[src/caflu_pkg.sv]
// Shared types, widths and sequencer step codes for the limited flux update core.
// No dependencies; imported by the controller, the datapath and the top level.
`timescale 1ns / 1ps
package caflu_pkg;

  localparam int WORD_W  = 32;
  localparam int DIFF_W  = 33;
  localparam int SLOPE_W = 36;
  localparam int FACE_W  = 34;
  localparam int MUL_W   = 34;
  localparam int PROD_W  = 68;
  localparam int WIDE_W  = 69;
  localparam int STEP_W  = 5;
  localparam int INDEX_W = 17;
  localparam int THETA_W = 18;
  localparam int DTDX_W  = 17;
  localparam int GHOST_W = 4;
  localparam int COUNT_W = 16;
  localparam int CFG_IDX_W = 3;

  localparam logic [THETA_W-1:0] THETA_MAX = 18'd131072;
  localparam logic [INDEX_W-1:0] INDEX_MAX = 17'h1FFFF;

  // configuration register indexes
  localparam logic [CFG_IDX_W-1:0] CFG_COEFF_A = 3'd0;
  localparam logic [CFG_IDX_W-1:0] CFG_COEFF_B = 3'd1;
  localparam logic [CFG_IDX_W-1:0] CFG_THETA   = 3'd2;
  localparam logic [CFG_IDX_W-1:0] CFG_DTDX    = 3'd3;
  localparam logic [CFG_IDX_W-1:0] CFG_GHOST   = 3'd4;
  localparam logic [CFG_IDX_W-1:0] CFG_COUNT   = 3'd5;

  // sequencer steps; a product issued in one step is consumed in the next
  localparam logic [STEP_W-1:0] S_DIFF     = 5'd0;
  localparam logic [STEP_W-1:0] S_TH_U1    = 5'd1;
  localparam logic [STEP_W-1:0] S_TH_U2    = 5'd2;
  localparam logic [STEP_W-1:0] S_TH_U3    = 5'd3;
  localparam logic [STEP_W-1:0] S_TH_V1    = 5'd4;
  localparam logic [STEP_W-1:0] S_TH_V2    = 5'd5;
  localparam logic [STEP_W-1:0] S_TH_V3    = 5'd6;
  localparam logic [STEP_W-1:0] S_TH_END   = 5'd7;
  localparam logic [STEP_W-1:0] S_SLOPE    = 5'd8;
  localparam logic [STEP_W-1:0] S_FACE     = 5'd9;
  localparam logic [STEP_W-1:0] S_SPD_BUR  = 5'd10;
  localparam logic [STEP_W-1:0] S_SPD_AVR  = 5'd11;
  localparam logic [STEP_W-1:0] S_SPD_BUL  = 5'd12;
  localparam logic [STEP_W-1:0] S_SPD_AVL  = 5'd13;
  localparam logic [STEP_W-1:0] S_PROD     = 5'd14;
  localparam logic [STEP_W-1:0] S_PROD_END = 5'd15;
  localparam logic [STEP_W-1:0] S_FA_LO    = 5'd16;
  localparam logic [STEP_W-1:0] S_FA_HI    = 5'd17;
  localparam logic [STEP_W-1:0] S_FB_LO    = 5'd18;
  localparam logic [STEP_W-1:0] S_FB_HI    = 5'd19;
  localparam logic [STEP_W-1:0] S_UPD_U    = 5'd20;
  localparam logic [STEP_W-1:0] S_UPD_V    = 5'd21;
  localparam logic [STEP_W-1:0] S_UPD_END  = 5'd22;
  localparam logic [STEP_W-1:0] S_FINISH   = 5'd23;

  typedef struct packed {
    logic              load;       // input transfer this cycle
    logic              shift_now;  // cell outside the update range: shift only
    logic              step_en;
    logic [STEP_W-1:0] step;
    logic              finish;     // shift window, keep flux, load result
    logic              emit;
    logic              last;
  } caflu_cmd_t;

endpackage

[src/caflu_ctrl.sv]
// Sequencer for the flux update core: cell index, range decode, step counter, result valid.
// Depends on caflu_pkg.
`timescale 1ns / 1ps
module caflu_ctrl (
  input  logic                          clk,
  input  logic                          rst,
  input  logic                          in_valid,
  output logic                          in_stall,
  input  logic                          frame_start,
  output logic                          out_valid,
  input  logic                          out_stall,
  input  logic [caflu_pkg::GHOST_W-1:0] ghost_cells,
  input  logic [caflu_pkg::COUNT_W-1:0] cell_count,
  output caflu_pkg::caflu_cmd_t         cmd
);
  import caflu_pkg::*;

  localparam logic ST_IDLE = 1'b0;
  localparam logic ST_RUN  = 1'b1;

  logic               state;
  logic [STEP_W-1:0]  step;
  logic [INDEX_W-1:0] cell_index;
  logic               emit_q;
  logic               last_q;

  logic               accept;
  logic [INDEX_W-1:0] k;
  logic [INDEX_W:0]   k_ext;
  logic [INDEX_W:0]   lo_bound;
  logic [INDEX_W:0]   emit_bound;
  logic [INDEX_W:0]   hi_bound;
  logic               active;
  logic               emit_now;
  logic               out_free;
  logic               fin;
  logic               out_valid_next;

  assign in_stall   = (state != ST_IDLE);
  assign accept     = in_valid && !in_stall;
  assign k          = frame_start ? '0 : cell_index;
  assign k_ext      = {1'b0, k};
  assign lo_bound   = (INDEX_W+1)'(ghost_cells) + (INDEX_W+1)'(1);
  assign emit_bound = (INDEX_W+1)'(ghost_cells) + (INDEX_W+1)'(2);
  assign hi_bound   = (INDEX_W+1)'(ghost_cells) + (INDEX_W+1)'(cell_count)
                      + (INDEX_W+1)'(1);
  assign active     = (k_ext >= lo_bound) && (k_ext <= hi_bound);
  assign emit_now   = (k_ext >= emit_bound);
  assign out_free   = !out_valid || !out_stall;
  assign fin        = (state == ST_RUN) && (step == S_FINISH) && (!emit_q || out_free);

  always_comb begin
    cmd.load      = accept;
    cmd.shift_now = accept && !active;
    cmd.step_en   = (state == ST_RUN);
    cmd.step      = step;
    cmd.finish    = fin;
    cmd.emit      = emit_q;
    cmd.last      = last_q;
  end

  // drop the result on its transfer, raise it when an emitting cell finishes
  always_comb begin
    out_valid_next = out_valid;
    if (out_valid && !out_stall) out_valid_next = 1'b0;
    if (fin && emit_q) out_valid_next = 1'b1;
  end

  always_ff @(posedge clk) begin
    if (rst) begin
      state      <= ST_IDLE;
      step       <= S_DIFF;
      cell_index <= '0;
      emit_q     <= 1'b0;
      last_q     <= 1'b0;
      out_valid  <= 1'b0;
    end else begin
      out_valid <= out_valid_next;
      unique case (state)
        ST_IDLE: begin
          if (accept) begin
            cell_index <= (k == INDEX_MAX) ? k : k + INDEX_W'(1);
            emit_q     <= emit_now;
            last_q     <= (k_ext == hi_bound);
            if (active) begin
              state <= ST_RUN;
              step  <= S_DIFF;
            end
          end
        end
        ST_RUN: begin
          if (step != S_FINISH) begin
            step <= step + STEP_W'(1);
          end else if (fin) begin
            state <= ST_IDLE;
          end
        end
        default: state <= ST_IDLE;
      endcase
    end
  end

  a_start: assert property (@(posedge clk) disable iff (rst)
    (accept && active) |=> (state == ST_RUN && step == S_DIFF))
    else $error("sequence did not start on an in-range transfer");
  a_step_range: assert property (@(posedge clk) disable iff (rst)
    (state == ST_RUN) |-> (step <= S_FINISH))
    else $error("step counter past finish");
  a_no_early_exit: assert property (@(posedge clk) disable iff (rst)
    (state == ST_RUN && step != S_FINISH) |=> (state == ST_RUN))
    else $error("sequence left before finish");
  a_result_source: assert property (@(posedge clk) disable iff (rst)
    $rose(out_valid) |-> $past(fin && emit_q))
    else $error("result valid without a finished emitting cell");

endmodule

[config.mk]
export PLATFORM = sky130hd
export DESIGN_NAME = caflu_ctrl
export DESIGN_NICKNAME = d
export VERILOG_FILES = /design/src/caflu_pkg.sv /design/src/caflu_ctrl.sv
export SDC_FILE = /design/constraint.sdc
export NUM_CORES = 1
export LEC_CHECK = 0
export BUFFER_PORTS_ARGS = -buffer_cell sky130_fd_sc_hd__buf_2
export CAP_MARGIN = 20
export CORE_MARGIN = 2
export CORE_UTILIZATION = 50
export DETAILED_ROUTE_END_ITERATION = 8
export GPL_ROUTABILITY_DRIVEN = 0
export PLACE_DENSITY_LB_ADDON = 0.15
export SLEW_MARGIN = 20
export SYNTH_ARGS = -nofsm -noshare
export SYNTH_HDL_FRONTEND = slang
export SYNTH_SLANG_ARGS = --single-unit
export TNS_END_PERCENT = 1
[constraint.sdc]
create_clock -name clk -period 5.55 [get_ports clk]
set_input_delay 0.555 -clock clk [delete_from_list [all_inputs] [get_ports clk]]
set_output_delay 0.555 -clock clk [all_outputs]
set_load 0.02 [all_outputs]
==> run summary <==
The total die area is 0.005589 mm2, and the area added between synthesis and finish is 9.445%. The worst setup path is of the input pin to output pin kind. TritonCTS built the clock tree. The tools report the endpoint of the worst register-to-register path as cell_index[13]. For the post-synthesis cell count, the log shows 315. The number of antenna diodes in the final layout is 0. The number of buffers on the longest clock path came out at 2. The maximum fanout along the worst path was 7.

The worst setup path is launched from an input pin. The initial core utilization is 0.5231. The min-delay analysis places its worst path in the category register to register. The global-route wire length before repair was 9211 um; the count of yosys warnings during synthesis was 0. The path depth of the worst reg2reg path works out to 8. A synthesized cell averages 7.948 um2. The run gives 2,076 as the via count of the first global-routing pass. The number of distinct library cells after synthesis is 45. The clock arrives with 0.001909 ns of skew.

After clock tree synthesis, the clock-pin slew on the worst setup and hold paths is 0.09 ns. The total chip power came out at 0.0003888 W. For the wire length reported by the detailed router, the log shows 5261 um.

The tools report the register area share after synthesis as 0.2079. In this run the critical register-to-register path is launched from cell_index[1]. Buffers placed on the I/O ports in this run total 37. The run gives 0 as the max-slew violation total from the final report. The count of flip-flops with a built-in enable after synthesis is 0, and the footprint of the flip-flops and latches is 520.5 um2.

During I/O placement, the number of pins put on the boundary was 38. Cell repeated most along the worst path: sky130_fd_sc_hd__nor2_1. The logs give 0 for the max-capacitance violation count and 0 for the count of endpoints failing hold in the final timing report.

After detailed routing, the number of vias per cell comes to 5.429. The slew at the pin closest to its max-slew limit works out to 0.5104 ns. Detailed placement ended at an HPWL of 4094 um. Across the VDD grid, the largest voltage drop is 0.0001404 V. The tree is rooted in a sky130_fd_sc_hd__clkbuf_8. The worst path in the final design needs a cycle of 4.597 ns, including I/O delays and setup. Prior to clock tree synthesis, the placed netlist has a worst setup slack of 0.9474 ns. The fraction of registers with async set/reset is 0, and the largest net degree at the start of global routing is 29. The setup check on the worst reg-to-reg path leaves a slack of 3.04 ns. The run gives 0.004786 mm2 as the core area.

The number of hold buffers added after CTS was 0. At the later pin of the worst-skew pair, clock insertion delay measures 0.27 ns. For the worst setup path, the data required time is 4.99 ns. Following the worst setup path forward leads to its endpoint at cmd[9]. Synthesis produced a netlist with a net count of 378.

The fraction of final layout cells sized beyond drive strength 1 is 0.1399. In this run, CTS created clock tree buffers numbering 3. For this run the aggregate overflow at the end of global routing stands at 0. In the layout the commonest cells are sky130_fd_sc_hd__ha_1, sky130_fd_sc_hd__buf_2, sky130_fd_sc_hd__nand2_1, sky130_fd_sc_hd__nor2_1, sky130_fd_sc_hd__dfxtp_1. In the final layout, the multi-input gates occupy 0.001853 mm2. In this run the power density over the cells is 141.9 mW/mm2.

After the flow finishes, the layout carries non-filler instances totaling 410. The run gives 0 as the number of buffers inserted to repair setup after CTS. Walking the worst path, the cells encountered are buf_2 > inv_1 > ha_1 > inv_1 > fa_1 > a21o_1 > a21oi_1 > nor2_1 > and2_1 > nand3_1 > xor2_1 > ha_1 > and4_1 > nand4_1 > nor4_2 > nor2_1 > a211oi_2 > buf_4 > nor2_1 > buf_2.

The routed layout has 2,226 vias. From bottom edge to top edge, the die measures 74.76 um. Setup slack closes at 0.9528 ns.

The area of the mapped netlist is 0.002504 mm2. Setup repair after global routing left no endpoint under its margin. On the critical path, the stage with the largest delay is an instance of sky130_fd_sc_hd__fa_1. The first detailed-routing pass took 4 iterations. Grouping stages by cell kind, the critical path spends the most delay in simple AND/OR/NAND/NOR gates.

In this run, synthesis produced a sequential element count of 26. The worst setup path is captured at an output pin. The tools report the initial antenna violation count as 0. The logs give 0 for the number of resized instances in the post-cts repair step and 407 for the number of placed cells counting well taps. CTS saw 26 sinks. The delay of the slowest cell on the worst path came out at 0.40 ns. Setup total negative slack on the finished layout was measured at 0 ns. The chip width works out to 74.76 um. The relative slew slack came out at 0.6589.

The most used flip-flop cell after synthesis is sky130_fd_sc_hd__dfxtp_1. The run finished with clean final reports. In the routed design, unresolved DRC markers number 0.

Tracing the worst setup path back leads to its startpoint at ghost_cells[0]. The number of nets in the final layout was 408. For the number of H-tree levels, the log shows 1. Counting both buffers and inverters, the worst setup path holds a total of 5.

Timing would allow up to 0.2175 GHz. The number of setup violations in the final report was 0. The average detailed-routed wire length per instance is 12.83 um, and the filler cell count is 476. The final critical-path share of the clock period works out to 0.8283.

The overall fraction of global-route tracks in use is 0.2054, and the leakage power of the design is 1.230 nW. The number of stages on the worst setup path is 20. Antenna violation net count after detailed routing: 0.

After floorplanning, the core was divided into 25 placement rows. The arrival time at the worst endpoint was 4.04 ns; the DRC marker count from the first detailed-route iteration was 70.
[kinds of logic (layout without fill, tap and decap cells)]
kind of cell / after synthesis / count (layout) / share of synthesized area
simple gates: 149 / 149 / 0.3108
xor+xnor: 33 / 33 / 0.1154
mux: 1 / 1 / 0.003998
flops: 26 / 26 / 0.2079
fa+ha+maj: 38 / 38 / 0.1929
buf+inv: 26 / 54 / 0.05197
compound gates: 42 / 42 / 0.1169
[worst register-to-register path: cells and delay by family (launching register included)]
kind	cells	cell delay [ns]
flops	1	0.40
fa+ha+maj	1	0.33
xor+xnor	1	0.13
simple gates	5	1.10
compound gates	1	0.44
[synthesized netlist by cell type, drive strengths merged (5+ instances only)]
| cell | instances | area share |
|---|---|---|
| a211oi | 6 | 0.020 |
| a21oi | 11 | 0.022 |
| inv | 13 | 0.019 |
| ha | 37 | 0.18 |
| xor2 | 14 | 0.049 |
| nand3 | 18 | 0.038 |
| nand2 | 35 | 0.052 |
| nand2b | 5 | 0.012 |
| dfxtp | 26 | 0.21 |
| buf | 9 | 0.026 |
| o21ai | 7 | 0.014 |
| nor2b | 19 | 0.047 |
| nor2 | 33 | 0.049 |
| and3 | 7 | 0.017 |
| xnor2 | 19 | 0.066 |
| nand4 | 15 | 0.042 |
[state kept, by name (all words and copies together), names as in the netlist]
register and flops:
cell_index 17, out_valid 1, last_q 1, in_stall 1
emit_q 1, step 5
[layer usage]
layer / global-route usage / wire length, um / up-vias
li1: - / - / 1160
met1: 0.2836 / 2574 / 1029
met2: 0.3471 / 2461 / 33
met3: 0.02945 / 173 / 4
met4: 0.03373 / 51 / 0
met5: 0 / 0 / -
[per-stage QoR]
| step | utilization | hold slack (ns) | area [um2] |
|---|---|---|---|
| 2_1_floorplan | - | 0.4322 | 2504 |
| 3_3_place_gp | 0.5639 | 0.4406 | 2699 |
| 3_5_place_dp | 0.5639 | 0.4493 | 2699 |
| 4_1_cts | 0.5725 | 0.4632 | 2740 |
| 5_1_grt | 0.5725 | 0.4857 | 2740 |
| 6_report | 0.5725 | 0.4593 | 2740 |
[worst min-delay path by stage]
stage          depth (start not counted)  slack, ns  endpoint  startpoint
2_1_floorplan                          2       0.43    last_q      last_q
3_3_place_gp                           2       0.44    last_q      last_q
3_5_place_dp                           2       0.45    last_q      last_q
4_1_cts                                2       0.46    last_q      last_q
5_1_grt                                2       0.49   step[0]    in_valid
6_report                               2       0.46    last_q      last_q
[power by group]
| group | internal (W) | switching [W] | leakage (nW) |
|---|---|---|---|
| logic | 0.0000369 | 0.0000549 | 0.999 |
| clock network | 0.0000486 | 0.0000566 | 0.0216 |
| registers | 0.000189 | 0.00000303 | 0.210 |
[layout make-up]
type	count	share of cell area
clock buffers	3	0.01507
inverters	13	0.01781
flip-flops and latches	26	0.1900
multi-input cells	263	0.6763
well taps	67	0.03059
repair buffers	38	0.07032
(Power assumes the default switching activity.)
